**src/rtl/core/tagged_fifo_with_search_delete_macros.svh**
```systemverilog
// ----------------------------------------------------------------------------
// Tagged FIFO assertion macros
// Shorthand for the clocked, reset-qualified checks used in the RTL.
// ----------------------------------------------------------------------------
`ifndef TAGGED_FIFO_WITH_SEARCH_DELETE_MACROS_SVH
`define TAGGED_FIFO_WITH_SEARCH_DELETE_MACROS_SVH

// The condition must hold at every clock edge outside reset.
`define TFSD_ASSERT_ALWAYS(label, cond, msg) \
  label: assert property (@(posedge clk) disable iff (rst) (cond)) else $error(msg);

// When the antecedent holds, the consequent must hold in the next cycle.
`define TFSD_ASSERT_NEXT(label, ante, cons, msg) \
  label: assert property (@(posedge clk) disable iff (rst) (ante) |=> (cons)) else $error(msg);

`endif

```
**src/rtl/core/tfsd_pkg.sv**
```systemverilog
// ----------------------------------------------------------------------------
// Tagged FIFO package
// Shared types, codes and default sizes of the tagged FIFO.
// ----------------------------------------------------------------------------
package tfsd_pkg;

  localparam int DEPTH_DEF     = 16;
  localparam int ITEM_BITS_DEF = 32;
  localparam int TAG_BITS_DEF  = 32;

  localparam int OP_W   = 3;
  localparam int CAP_W  = 5;
  localparam int REG_W  = 32;
  localparam int ADDR_W = 3;

  localparam logic [CAP_W-1:0] CAP_RESET = 5'd16;

  // Register index, taken from the word part of the address.
  localparam logic REG_CAPACITY = 1'b0;

  typedef enum logic [OP_W-1:0] {
    OP_PUSH   = 3'd0,
    OP_POP    = 3'd1,
    OP_SEARCH = 3'd2,
    OP_DELETE = 3'd3,
    OP_CLEAR  = 3'd4,
    OP_DUMP   = 3'd5
  } op_t;

  typedef enum logic [1:0] {
    ST_IDLE,
    ST_APPLY,
    ST_DUMP
  } state_t;

  typedef enum logic [2:0] {
    CH_HOLD,
    CH_PUSH,
    CH_POP,
    CH_DELETE,
    CH_ROTATE
  } chain_op_t;

  typedef struct packed {
    logic shift;
    logic load;
  } cell_ctl_t;

endpackage

```
**src/rtl/core/tfsd_cell.sv**
```systemverilog
// ----------------------------------------------------------------------------
// Tagged FIFO cell
// Holds one entry; takes its neighbor's entry or a loaded one, and compares.
// ----------------------------------------------------------------------------
module tfsd_cell
  import tfsd_pkg::*;
#(
  parameter int ITEM_BITS = ITEM_BITS_DEF,
  parameter int TAG_BITS  = TAG_BITS_DEF
) (
  input  logic                 clk,
  input  cell_ctl_t            ctl,
  input  logic [ITEM_BITS-1:0] next_value,
  input  logic [TAG_BITS-1:0]  next_tag,
  input  logic [ITEM_BITS-1:0] load_value,
  input  logic [TAG_BITS-1:0]  load_tag,
  input  logic [ITEM_BITS-1:0] key_value,
  input  logic [TAG_BITS-1:0]  key_tag,
  input  logic                 key_is_tag,
  output logic [ITEM_BITS-1:0] value,
  output logic [TAG_BITS-1:0]  tag,
  output logic                 eq
);

  always_ff @(posedge clk) begin
    if (ctl.shift) begin
      value <= next_value;
      tag   <= next_tag;
    end else if (ctl.load) begin
      value <= load_value;
      tag   <= load_tag;
    end
  end

  assign eq = key_is_tag ? (tag == key_tag) : (value == key_value);

endmodule

```
**src/rtl/core/tfsd_chain.sv**
```systemverilog
// ----------------------------------------------------------------------------
// Tagged FIFO cell chain
// Row of entry cells with head at cell zero, plus per-cell control and search.
// ----------------------------------------------------------------------------
module tfsd_chain
  import tfsd_pkg::*;
#(
  parameter int DEPTH     = DEPTH_DEF,
  parameter int ITEM_BITS = ITEM_BITS_DEF,
  parameter int TAG_BITS  = TAG_BITS_DEF
) (
  input  logic                         clk,
  input  chain_op_t                    op,
  input  logic [$clog2(DEPTH+1)-1:0]   count,
  input  logic [ITEM_BITS-1:0]         push_value,
  input  logic [TAG_BITS-1:0]          push_tag,
  input  logic [ITEM_BITS-1:0]         key_value,
  input  logic [TAG_BITS-1:0]          key_tag,
  input  logic                         key_is_tag,
  input  logic [DEPTH-1:0]             sel,
  output logic [DEPTH-1:0]             first,
  output logic [ITEM_BITS-1:0]         head_value,
  output logic [TAG_BITS-1:0]          head_tag,
  output logic [ITEM_BITS-1:0]         tail_value,
  output logic [TAG_BITS-1:0]          tail_tag,
  output logic [TAG_BITS-1:0]          sel_tag
);

  localparam int CW = $clog2(DEPTH + 1);
  localparam int IW = $clog2(DEPTH);

  logic [ITEM_BITS-1:0] cell_value [DEPTH];
  logic [TAG_BITS-1:0]  cell_tag   [DEPTH];
  logic [ITEM_BITS-1:0] next_value [DEPTH];
  logic [TAG_BITS-1:0]  next_tag   [DEPTH];
  cell_ctl_t            ctl        [DEPTH];
  logic [DEPTH-1:0]     eq;
  logic [DEPTH-1:0]     valid;
  logic [DEPTH-1:0]     match;
  logic [DEPTH-1:0]     ge_mask;
  logic [ITEM_BITS-1:0] load_value;
  logic [TAG_BITS-1:0]  load_tag;
  logic [IW-1:0]        tail_idx;

  assign load_value = (op == CH_ROTATE) ? cell_value[0] : push_value;
  assign load_tag   = (op == CH_ROTATE) ? cell_tag[0]   : push_tag;
  assign ge_mask    = ~(sel - DEPTH'(1));

  for (genvar i = 0; i < DEPTH; i++) begin : g_cell
    assign valid[i] = CW'(i) < count;

    if (i < DEPTH - 1) begin : g_mid
      assign next_value[i] = cell_value[i+1];
      assign next_tag[i]   = cell_tag[i+1];
    end else begin : g_end
      assign next_value[i] = '0;
      assign next_tag[i]   = '0;
    end

    always_comb begin
      ctl[i] = '0;
      unique case (op)
        CH_PUSH:   ctl[i].load  = (CW'(i) == count);
        CH_POP:    ctl[i].shift = 1'b1;
        CH_DELETE: ctl[i].shift = ge_mask[i];
        CH_ROTATE: begin
          ctl[i].shift = CW'(i + 1) < count;
          ctl[i].load  = CW'(i + 1) == count;
        end
        default:   ctl[i] = '0;
      endcase
    end

    tfsd_cell #(
      .ITEM_BITS (ITEM_BITS),
      .TAG_BITS  (TAG_BITS)
    ) u_cell (
      .clk        (clk),
      .ctl        (ctl[i]),
      .next_value (next_value[i]),
      .next_tag   (next_tag[i]),
      .load_value (load_value),
      .load_tag   (load_tag),
      .key_value  (key_value),
      .key_tag    (key_tag),
      .key_is_tag (key_is_tag),
      .value      (cell_value[i]),
      .tag        (cell_tag[i]),
      .eq         (eq[i])
    );
  end

  // The lowest set bit is the match closest to the head.
  assign match = eq & valid;
  assign first = match & (~match + DEPTH'(1));

  assign tail_idx   = IW'(count - CW'(1));
  assign head_value = (count != '0) ? cell_value[0] : '0;
  assign head_tag   = cell_tag[0];
  assign tail_value = (count != '0) ? cell_value[tail_idx] : '0;
  assign tail_tag   = cell_tag[tail_idx];

  always_comb begin
    sel_tag = '0;
    for (int i = 0; i < DEPTH; i++) begin
      sel_tag = sel_tag | (sel[i] ? cell_tag[i] : '0);
    end
  end

endmodule

```
**src/rtl/core/tagged_fifo_with_search_delete.sv**
```systemverilog
// ----------------------------------------------------------------------------
// Tagged FIFO with search and delete
// Bounded queue of tagged values held in a chain of cells, head at cell zero.
// ----------------------------------------------------------------------------
// Channel   Dir  Contents
// s_*       in   request: op, value, tag in tdata
// m_*       out  result: ok, data, found_tag, count, head_value, tail_value;
//                tlast marks the final result of a request
// apb       in   capacity_limit at byte address 0
//
// On a request, the accept edge registers the command and the first-match
// vector from the per-cell compares; a later edge, once the result register is
// free, updates the chain and loads the result register. A dump of n entries
// gives one result per cycle while results are taken, by rotating the chain. A
// stalled result holds the next request in its command register. Synchronous
// reset empties the queue and sets capacity_limit to 16.
// ----------------------------------------------------------------------------
`include "tagged_fifo_with_search_delete_macros.svh"

module tagged_fifo_with_search_delete
  import tfsd_pkg::*;
#(
  parameter int DEPTH     = DEPTH_DEF,
  parameter int ITEM_BITS = ITEM_BITS_DEF,
  parameter int TAG_BITS  = TAG_BITS_DEF
) (
  input  logic                  clk,
  input  logic                  rst,
  input  logic                  s_tvalid,
  output logic                  s_tready,
  // op, value, tag
  input  logic [((OP_W + ITEM_BITS + TAG_BITS + 7) / 8) * 8 - 1:0] s_tdata,
  output logic                  m_tvalid,
  input  logic                  m_tready,
  // ok, data, found_tag, count, head_value, tail_value
  output logic [((1 + 4 * ITEM_BITS - ITEM_BITS + TAG_BITS + $clog2(DEPTH + 1) + 7) / 8) * 8
                - 1:0] m_tdata,
  output logic                  m_tlast,
  input  logic                  psel,
  input  logic                  penable,
  input  logic                  pwrite,
  input  logic [ADDR_W-1:0]     paddr,
  input  logic [REG_W-1:0]      pwdata,
  output logic [REG_W-1:0]      prdata,
  output logic                  pready
);

  localparam int CW          = $clog2(DEPTH + 1);
  localparam int LW          = (CW > CAP_W) ? CW : CAP_W;
  localparam int OUT_W       = 1 + 3 * ITEM_BITS + TAG_BITS + CW;
  localparam int OUT_TDATA_W = ((OUT_W + 7) / 8) * 8;

  state_t               state;
  state_t               state_next;
  logic [CW-1:0]        count;
  logic [CW-1:0]        count_next;
  logic [CW-1:0]        dump_left;
  logic [CW-1:0]        dump_left_next;
  logic [CAP_W-1:0]     cap;
  logic [DEPTH-1:0]     hit;
  logic [OP_W-1:0]      cmd_op;
  logic [ITEM_BITS-1:0] cmd_value;

  logic                 out_valid;
  logic                 out_ok;
  logic [ITEM_BITS-1:0] out_data;
  logic [TAG_BITS-1:0]  out_tag;
  logic                 out_last;
  logic                 out_hold;
  logic [ITEM_BITS-1:0] head_hold;
  logic [ITEM_BITS-1:0] tail_hold;

  logic                 in_accept;
  logic                 out_free;
  logic                 out_load;
  logic                 ok_next;
  logic [ITEM_BITS-1:0] data_next;
  logic [TAG_BITS-1:0]  tag_next;
  logic                 last_next;
  logic                 hold_next;
  logic                 dump_start;
  logic                 push_ok;
  logic                 cfg_write;

  logic [OP_W-1:0]      in_op;
  logic [ITEM_BITS-1:0] in_value;
  logic [TAG_BITS-1:0]  in_tag;

  chain_op_t            ch_op;
  logic [TAG_BITS-1:0]  push_tag;
  logic [DEPTH-1:0]     first;
  logic [ITEM_BITS-1:0] head_value;
  logic [TAG_BITS-1:0]  head_tag;
  logic [ITEM_BITS-1:0] tail_value;
  logic [TAG_BITS-1:0]  tail_tag;
  logic [TAG_BITS-1:0]  sel_tag;

  assign in_op    = s_tdata[OP_W-1:0];
  assign in_value = s_tdata[OP_W +: ITEM_BITS];
  assign in_tag   = s_tdata[OP_W + ITEM_BITS +: TAG_BITS];

  assign in_accept = s_tvalid && s_tready;
  assign out_free  = !out_valid || m_tready;
  assign push_ok   = (count < CW'(DEPTH)) && (LW'(count) < LW'(cap));
  assign push_tag  = (count == '0) ? TAG_BITS'(1) : tail_tag + TAG_BITS'(1);

  // Configuration port.
  assign pready    = 1'b1;
  assign cfg_write = psel && penable && pwrite && (paddr[2] == REG_CAPACITY);
  assign prdata    = (paddr[2] == REG_CAPACITY) ? REG_W'(cap) : '0;

  tfsd_chain #(
    .DEPTH     (DEPTH),
    .ITEM_BITS (ITEM_BITS),
    .TAG_BITS  (TAG_BITS)
  ) u_chain (
    .clk        (clk),
    .op         (ch_op),
    .count      (count),
    .push_value (cmd_value),
    .push_tag   (push_tag),
    .key_value  (in_value),
    .key_tag    (in_tag),
    .key_is_tag (in_op == OP_DELETE),
    .sel        (hit),
    .first      (first),
    .head_value (head_value),
    .head_tag   (head_tag),
    .tail_value (tail_value),
    .tail_tag   (tail_tag),
    .sel_tag    (sel_tag)
  );

  always_comb begin
    state_next     = state;
    count_next     = count;
    dump_left_next = dump_left;
    ch_op          = CH_HOLD;
    out_load       = 1'b0;
    ok_next        = 1'b0;
    data_next      = '0;
    tag_next       = '0;
    last_next      = 1'b1;
    hold_next      = 1'b0;
    dump_start     = 1'b0;
    s_tready       = (state == ST_IDLE);
    unique case (state)
      ST_IDLE: begin
        if (s_tvalid) begin
          state_next = ST_APPLY;
        end
      end
      ST_APPLY: begin
        if (out_free) begin
          out_load   = 1'b1;
          state_next = ST_IDLE;
          unique case (cmd_op)
            OP_PUSH: begin
              if (push_ok) begin
                ok_next    = 1'b1;
                ch_op      = CH_PUSH;
                count_next = count + CW'(1);
              end
            end
            OP_POP: begin
              if (count != '0) begin
                ok_next    = 1'b1;
                data_next  = head_value;
                ch_op      = CH_POP;
                count_next = count - CW'(1);
              end
            end
            OP_SEARCH: begin
              ok_next  = |hit;
              tag_next = sel_tag;
            end
            OP_DELETE: begin
              if (|hit) begin
                ok_next    = 1'b1;
                ch_op      = CH_DELETE;
                count_next = count - CW'(1);
              end
            end
            OP_CLEAR: begin
              ok_next    = 1'b1;
              count_next = '0;
            end
            OP_DUMP: begin
              if (count != '0) begin
                ok_next        = 1'b1;
                data_next      = head_value;
                tag_next       = head_tag;
                hold_next      = 1'b1;
                dump_start     = 1'b1;
                ch_op          = CH_ROTATE;
                last_next      = (count == CW'(1));
                dump_left_next = count - CW'(1);
                if (count != CW'(1)) begin
                  state_next = ST_DUMP;
                end
              end
            end
            default: ok_next = 1'b0;
          endcase
        end
      end
      ST_DUMP: begin
        if (out_free) begin
          out_load       = 1'b1;
          ok_next        = 1'b1;
          data_next      = head_value;
          tag_next       = head_tag;
          hold_next      = 1'b1;
          ch_op          = CH_ROTATE;
          last_next      = (dump_left == CW'(1));
          dump_left_next = dump_left - CW'(1);
          if (dump_left == CW'(1)) begin
            state_next = ST_IDLE;
          end
        end
      end
      default: state_next = ST_IDLE;
    endcase
  end

  always_ff @(posedge clk) begin
    if (rst) begin
      state     <= ST_IDLE;
      count     <= '0;
      dump_left <= '0;
      cap       <= CAP_RESET;
      hit       <= '0;
      out_valid <= 1'b0;
      out_hold  <= 1'b0;
    end else begin
      state     <= state_next;
      count     <= count_next;
      dump_left <= dump_left_next;
      if (cfg_write) begin
        cap <= pwdata[CAP_W-1:0];
      end
      if (in_accept) begin
        hit <= ((in_op == OP_DELETE) && (in_tag == '0)) ? '0 : first;
      end
      if (out_load) begin
        out_valid <= 1'b1;
        out_hold  <= hold_next;
      end else if (m_tready) begin
        out_valid <= 1'b0;
      end
    end
  end

  always_ff @(posedge clk) begin
    if (in_accept) begin
      cmd_op    <= in_op;
      cmd_value <= in_value;
    end
    if (out_load) begin
      out_ok   <= ok_next;
      out_data <= data_next;
      out_tag  <= tag_next;
      out_last <= last_next;
    end
    if (dump_start) begin
      head_hold <= head_value;
      tail_hold <= tail_value;
    end
  end

  // Count, head and tail follow the chain; during a dump the chain rotates,
  // so the values captured at its start are shown instead.
  assign m_tvalid = out_valid;
  assign m_tlast  = out_last;
  assign m_tdata  = OUT_TDATA_W'({out_hold ? tail_hold : tail_value,
                                  out_hold ? head_hold : head_value,
                                  count, out_tag, out_data, out_ok});

  `TFSD_ASSERT_ALWAYS(a_count_bound, count <= CW'(DEPTH), "count exceeds depth")
  `TFSD_ASSERT_ALWAYS(a_hit_onehot, $onehot0(hit), "more than one first match")
  `TFSD_ASSERT_ALWAYS(a_dump_nonempty, (state != ST_DUMP) || (count != '0), "dump of empty queue")
  `TFSD_ASSERT_NEXT(a_stall_stable, m_tvalid && !m_tready, $stable(count), "count moved under stall")
  `TFSD_ASSERT_NEXT(a_push_grows, (state == ST_APPLY) && out_free && (cmd_op == OP_PUSH) && push_ok, count == $past(count) + CW'(1), "push did not grow queue")

endmodule

```
**config.mk**
```make
export PLATFORM = sky130hd
export DESIGN_NAME = tagged_fifo_with_search_delete
export DESIGN_NICKNAME = d
export VERILOG_FILES = /design/src/rtl/core/tfsd_pkg.sv /design/src/rtl/core/tfsd_cell.sv /design/src/rtl/core/tfsd_chain.sv /design/src/rtl/core/tagged_fifo_with_search_delete.sv
export VERILOG_INCLUDE_DIRS = /design/src /design/src/rtl/core
export SDC_FILE = /design/constraint.sdc
export NUM_CORES = 2
export LEC_CHECK = 0
export CAP_MARGIN = 40
export CORE_MARGIN = 5
export CORE_UTILIZATION = 50
export DETAILED_ROUTE_END_ITERATION = 8
export DONT_BUFFER_PORTS = 1
export PLACE_DENSITY_LB_ADDON = 0.15
export SLEW_MARGIN = 20
export SYNTH_ARGS = -nofsm -noshare
export SYNTH_HDL_FRONTEND = slang
export SYNTH_SLANG_ARGS = --single-unit
```
**constraint.sdc**
```tcl
create_clock -name clk -period 11.4 [get_ports clk]
set_input_delay 0.57 -clock clk [delete_from_list [all_inputs] [get_ports clk]]
set_output_delay 0.57 -clock clk [all_outputs]
set_load 0.02 [all_outputs]
```
After elaboration in Yosys (flattened, before gate mapping)
Index checks and enable logic that the tools add are counted.
- register bits after elaboration: 1224
- input port bits: 114
- output and inout bits: 172
- word-level logic and storage cells: 395
- add/sub/neg operators: 6
- $lt $le $gt $ge: 20
- eq/ne operators: 72
- muxes and demuxes: 192
- bitwise logic cells: 21
- reduce and logical (&&, ||, !) cells: 37
- operators with widths (operator ; count):
    32-bit 2-to-1 mux ; 94
    32-bit equality test ; 32
    32-bit bitwise OR ; 15
    32-bit binary-select mux with 4-bit select ; 2
    32-bit one-hot mux with 2 select lines ; 3
    1-bit one-hot mux with 3 select lines ; 16
    4-bit by 5-bit equality test with 1-bit output, first input constant ; 8
    4-bit by 5-bit < comparator with 1-bit output, first input constant ; 8
    1-bit one-hot mux with 2 select lines ; 19
    5-bit 2-to-1 mux ; 7
    2-bit nonzero test ; 17
    32-bit by 1-bit adder with 32-bit output, second input constant ; 1
    16-bit AND ; 2
    32-bit zero test ; 1
    1-bit 2-to-1 mux ; 32
    16-bit inverter ; 2
    3-bit by 5-bit equality test with 1-bit output, first input constant ; 4
    3-bit by 5-bit < comparator with 1-bit output, first input constant ; 4
    5-bit one-hot mux with 4 select lines ; 1
    2-bit 2-to-1 mux ; 9
    2-bit != test, second input constant ; 9
    16-bit by 1-bit adder with 16-bit output, second input constant ; 1
    16-bit 2-to-1 mux ; 1
    16-bit OR reduction ; 1
    other kinds (39) ; 59

Logic depth before layout (Yosys ltp)
- depth in word-level cells: 19
- mapped depth: 26
- mapped depth without buffers: 14

Hierarchy
From an unflattened synthesis, not the netlist that was laid out.
- cell total of the unflattened synthesis: 5611
- area total of the unflattened synthesis: 76369.5 um2
- modules (own cells, without submodules) (module ; instances ; cells each ; area an instance (um2) ; sequential area each (um2)):
    tfsd_cell ; 16 ; 224 ; 3385.7 ; 1921.8
    tfsd_chain ; 1 ; 1260 ; 12738.5 ; 0.0
    tagged_fifo_with_search_delete ; 1 ; 767 ; 9459.1 ; 5655.4

Worst setup path before layout
No wires, ideal clock.
- path type: flip-flop to flip-flop
- start point: register count[0]
- end point: register u_chain.g_cell[12].u_cell.tag[0], enable pin
- setup time: 0.574 ns
- arrival time: 8.166 ns
- data required time: 10.826 ns
- path slack: 2.660 ns
- stages on the path, launching flop included: 18
- buffers on the path: 7
- period minus slack after synthesis: 8.740 ns
- cells stage by stage: dfxtp_1 > buf_6 > buf_4 > inv_1 > buf_2 > ha_1 > or4b_1 > buf_2 > nor2_1 > a211oi_1 > o21ai_1 > and2_1 > clkbuf_1 > buf_2 > buf_1 > a22oi_1 > or2_2 > o21ai_0
- word-level cells in the longest chain between the ends: 9
- elaborated cells between the ends (all ways): 20
- classes of those cells: order compare (3); eq/ne (6); mux (8); reduce/logical (3)
- ends and longest elaborated chain (element ; line ; RTL):
    from (decl) ; tagged_fifo_with_search_delete.sv:55 ; logic [CW-1:0] count;
    from (signal assigned) ; tagged_fifo_with_search_delete.sv:237 ; count <= count_next;
    5-bit < comparator ; tagged_fifo_with_search_delete.sv:104 ; assign push_ok = (count < CW'(DEPTH)) && (LW'(count) < LW'(cap));
    1-bit logical AND ; tagged_fifo_with_search_delete.sv:104 ;
    1-bit 2-to-1 mux ; tagged_fifo_with_search_delete.sv:159 ; if (push_ok) begin
    3-bit one-hot mux with 4 select lines ; tagged_fifo_with_search_delete.sv:157 ; unique case (cmd_op)
    3-bit 2-to-1 mux ; tagged_fifo_with_search_delete.sv:154 ; if (out_free) begin
    3-bit one-hot mux with 2 select lines ; tagged_fifo_with_search_delete.sv:147 ; unique case (state)
    3-bit equality test (tied with other cells) ; tfsd_chain.sv:62 ; unique case (op)
    1-bit one-hot mux with 3 select lines / 1-bit one-hot mux with 2 select lines (equally long branches) ; tfsd_chain.sv:62 ;
    2-bit nonzero test (no source line) (*) ; -- ;
    to (signal assigned) ; tfsd_cell.sv:28 ; tag <= next_tag;
    to (signal assigned) ; tfsd_cell.sv:31 ; tag <= load_tag;
    to (decl) ; tfsd_cell.sv:21 ; output logic [TAG_BITS-1:0] tag,
Every way passes the cells marked *; elsewhere a longest branch is shown, timed or not.
A chain may end at the register's enable or synchronous reset.

==> flow_summary.json <==
{
  "post_synth_and_or_nand_nor_area_fraction_pct": 12.5,
  "chipWidth_microns": 396,
  "post-route-drc-count": 0,
  "run_status": "finished, final reports clean",
  "crit_path_end_kind": "output pin",
  "grt_first_pass_wirelength_microns": 529000,
  "setup.worst_path.class": "flip-flop to output pin",
  "syn2layout_area_growth_pct": 11.8,
  "clk_root_buffer_cell": "sky130_fd_sc_hd__clkbuf_16",
  "cts.htree.levels": 4,
  "arrival_ns": 6.86,
  "hold_viol_final": 0,
  "wirelength_routed_microns": 394000,
  "layout.cells.non_filler": 9106,
  "synthesis.yosys.warnings": 0,
  "grt_setup_unrepaired": "no",
  "wl_met3_microns": 49900,
  "post_synth_xor_area_fraction_pct": 12.4,
  "floorplan.initialDensity_pct": 50.4,
  "max-slew-margin-rel_pct": 23.4,
  "grt_antenna_before_repair": 32,
  "antenna_left": 0,
  "worstMarginPinSlew_ns": 1.15,
  "yosysTopAreaCell": "sky130_fd_sc_hd__edfxtp_1",
  "worst_ep_required_time_ns": 10.83,
  "hp-class": "input pin to flip-flop",
  "top_achievable_clock_speed_mhz": 135,
  "post_synth_main_area_contributors": "sky130_fd_sc_hd__edfxtp_1 45%, sky130_fd_sc_hd__mux4_2 7.8%, sky130_fd_sc_hd__xor2_1 7.5%, sky130_fd_sc_hd__nand2_1 5.2%, sky130_fd_sc_hd__o21ai_0 5.1%",
  "clock_tree_from_tritoncts": "done",
  "timing.clock.skew_ns": 0.0745,
  "synth.top_cell.area_share_pct": 45.3,
  "cts_hold_repair.buffers": 44,
  "wire_per_inst_microns": 43.3,
  "place.port_buffers": 0,
  "synth_seq_cells": 1224,
  "post_synth_fa_ha_maj_area_fraction_pct": 0.268,
  "syn_area_per_cell_sq_um": 10.4,
  "via_total_after_detailed_routing": 66200,
  "finalWorstPathRequiredPeriod_ns": 7.43,
  "timing.setup.tns_ns": 0,
  "die_y_microns": 396,
  "pwr_density_cell_nw_per_um2": 134,
  "cts-buffers-inserted": 143,
  "timing.hold.ws_ns": 0.0280,
  "ys_flop_type": "sky130_fd_sc_hd__edfxtp_1",
  "final_core_utilization_pct": 56.4,
  "netlist-cell-type-count": 83,
  "first_global_vias": 60100,
  "synth.mux.area_fraction_pct": 8.88,
  "post_cts_resize_count": 0,
  "grt_start_max_net_pins": 116,
  "fin_nets": 7165,
  "post-route-period-util_pct": 65.2,
  "floorplan.core_area_sq_um": 148000,
  "mappedNetlistArea_sq_um": 74600,
  "clk-insertion-delay-late_ns": 0.88,
  "post_synth_inst_count": 7205,
  "synth_seq_area_share_pct": 47.9,
  "detailedRoute.firstPassIterationCount": 8,
  "clockBufferDepth": 3,
  "largest_family_of_logic_cells_by_synthesized_area": "compound AO/OA/AOI/OAI gates",
  "report.final.slew_viol_count": 0,
  "synth-compound-area-share_pct": 13.9,
  "vdd_drop_max_mv": 0.133,
  "drt-met1-wl_microns": 128000,
  "clock_sinks": 1224,
  "highest-signal-layer": "met5",
  "numPlacedInstances": 8740,
  "post_drt_via_cell_ratio": 7.27,
  "startpoint_type": "flip-flop",
  "reported_max_cap_violation_count": 0,
  "die_area_sq_um": 157000,
  "critical_path.max_fanout": 44,
  "n_fill_cell": 12800,
  "gr-total-overflow": 0,
  "synth_async_sr_flop_share_pct": 0,
  "top_ports": 286,
  "rows": 141,
  "final_weighted_congestion_in_routability_driven_placement": 1.17,
  "cts_setup_buffers": 0,
  "detailedRoute.firstIterationViolations": 12000,
  "dp_hpwl_microns": 282000,
  "routed-wl-met2_microns": 168000,
  "power_leakage_nw": 27.2,
  "cts.reportedPaths.clkPinSlew_ns": 0.06,
  "synth_edf_count": 1125,
  "drive_above_1_share_pct": 12.9,
  "setup_viol_count_final": 0,
  "grt_usage_pct": 49.1
}
## worst paths after layout
| kind | start | endpoint | slack [ns] | cells past startpoint |
|---|---|---|---|---|
| worst min-delay path | rst | hit[13] | 0.03 | 3 |
| worst max-delay path | count[0] | m_tdata[128] | 3.97 | 14 |
| worst max register to register | count[0] | u_chain.g_cell[14].u_cell.tag[14] | 4.68 | 15 |
| worst min register to register | cap[4] | cap[4] | 0.47 | 1 |
## kinds of logic (layout without fill, tap and decap cells)
kind of cell    after synthesis  in the layout
compound gates             1706           1706
xor+xnor                   1058           1058
fa+ha+maj                    16             16
buf+inv                     745            667
flops                      1224           1224
mux                         336            336
other cells                   2             51
simple gates               2118           2118
## through the flow
step / area [sq um] / power (mW) / setup slack, ns
floorplan: 74700 / 5.92 / 2.66
global placement: 76400 / 6.35 / 4.57
detailed placement: 77600 / 6.39 / 4.81
CTS: 82900 / 11.1 / 3.95
global route: 83400 / 11.4 / 3.81
finish: 83400 / 11.2 / 3.97
## synth_stat cells, types with 7 or more instances
cell type,n
sky130_fd_sc_hd__or4_1,15
sky130_fd_sc_hd__xnor2_1,419
sky130_fd_sc_hd__a21oi_1,293
sky130_fd_sc_hd__buf_2,56
sky130_fd_sc_hd__nand3_1,81
sky130_fd_sc_hd__a211oi_1,67
sky130_fd_sc_hd__nand4_1,157
sky130_fd_sc_hd__nor2b_1,7
sky130_fd_sc_hd__o21ai_0,765
sky130_fd_sc_hd__xor2_1,638
sky130_fd_sc_hd__nor4_1,183
sky130_fd_sc_hd__o22ai_1,16
sky130_fd_sc_hd__edfxtp_1,1125
sky130_fd_sc_hd__a31oi_1,124
sky130_fd_sc_hd__ha_1,16
sky130_fd_sc_hd__o31a_1,8
sky130_fd_sc_hd__clkbuf_1,508
sky130_fd_sc_hd__nand2_1,1043
sky130_fd_sc_hd__dfxtp_1,99
sky130_fd_sc_hd__a221oi_1,88
sky130_fd_sc_hd__a22o_1,91
sky130_fd_sc_hd__and3_1,7
sky130_fd_sc_hd__mux4_2,259
sky130_fd_sc_hd__a311oi_1,8
sky130_fd_sc_hd__o31ai_1,38
sky130_fd_sc_hd__o22a_1,12
sky130_fd_sc_hd__buf_4,46
sky130_fd_sc_hd__a22oi_1,134
sky130_fd_sc_hd__buf_1,70
sky130_fd_sc_hd__nor3_1,58
sky130_fd_sc_hd__inv_1,60
sky130_fd_sc_hd__mux2i_1,72
sky130_fd_sc_hd__nor2_1,510
sky130_fd_sc_hd__o21ai_1,7
## power breakdown
| group | internal [mW] | switching (mW) | total (mW) |
|---|---|---|---|
| clock network | 2.68 | 2.10 | 4.78 |
| logic | 0.433 | 0.945 | 1.38 |
| registers | 4.96 | 0.0528 | 5.01 |
## sequential cells by signal, summed over array words and instances, names as in the netlist, 5 cells and up
signal                       cells
u_chain.g_cell.u_cell.tag      512
u_chain.g_cell.u_cell.value    512
cmd_value                       32
head_hold                       32
out_data                        32
out_tag                         32
tail_hold                       32
hit                             16
cap                              5
count                            5
dump_left                        5
## per-layer routing
| layer | track usage (%) | vias up |
|---|---|---|
| met5 | 0 | - |
| met4 | 44.0 | 16 |
| met3 | 16.5 | 1840 |
| met2 | 72.9 | 6006 |
| met1 | 56.5 | 32200 |
| li1 | - | 26200 |
## cells in the final DEF, fill, tap and decap left out, types with 31 or more instances in the layout
cell type / n
sky130_fd_sc_hd__a22oi_1: 134
sky130_fd_sc_hd__a21oi_1: 289
sky130_fd_sc_hd__buf_4: 222
sky130_fd_sc_hd__nand3_1: 81
sky130_fd_sc_hd__inv_1: 58
sky130_fd_sc_hd__nor3_1: 57
sky130_fd_sc_hd__xor2_1: 635
sky130_fd_sc_hd__o31ai_1: 37
sky130_fd_sc_hd__dfxtp_1: 81
sky130_fd_sc_hd__buf_16: 31
sky130_fd_sc_hd__mux4_2: 259
sky130_fd_sc_hd__dlygate4sd3_1: 43
sky130_fd_sc_hd__a211oi_1: 67
sky130_fd_sc_hd__mux2i_1: 48
sky130_fd_sc_hd__nand4_1: 157
sky130_fd_sc_hd__xnor2_1: 418
sky130_fd_sc_hd__nand2_1: 1041
sky130_fd_sc_hd__a22o_1: 91
sky130_fd_sc_hd__a31oi_1: 124
sky130_fd_sc_hd__o21ai_0: 750
sky130_fd_sc_hd__nor4_1: 173
sky130_fd_sc_hd__a221oi_1: 87
sky130_fd_sc_hd__clkbuf_16: 143
sky130_fd_sc_hd__nor2_1: 508
sky130_fd_sc_hd__clkbuf_1: 34
sky130_fd_sc_hd__edfxtp_1: 1125
## area by class of cell
cell class                 count  area (sq um)  share of cell area, %
timing repair buffer         341          3390                   4.06
clock buffer                 184          3800                   4.56
clock inverter                81           996                   1.19
antenna                       21          52.6                 0.0630
multi-input combinational   5264         36700                   44.0
inverter                      61           230                  0.276
sequential                  1224         35800                   42.9
tap                         1930          2410                   2.89
## critical path, cell delays in order, from the launching register on
cell                      delay (ns)
sky130_fd_sc_hd__dfxtp_4        0.73
sky130_fd_sc_hd__inv_1          0.14
sky130_fd_sc_hd__buf_4          0.28
sky130_fd_sc_hd__ha_4           0.84
sky130_fd_sc_hd__buf_4          0.44
sky130_fd_sc_hd__buf_16         0.32
sky130_fd_sc_hd__buf_4          0.34
sky130_fd_sc_hd__buf_16         0.28
sky130_fd_sc_hd__buf_4          0.60
sky130_fd_sc_hd__mux4_2         0.79
sky130_fd_sc_hd__nand2_1        0.14
sky130_fd_sc_hd__nand2_1        0.06
sky130_fd_sc_hd__a21oi_1        0.60
sky130_fd_sc_hd__o31ai_1        0.11
sky130_fd_sc_hd__buf_2          0.20
(Power assumes the default switching activity.)
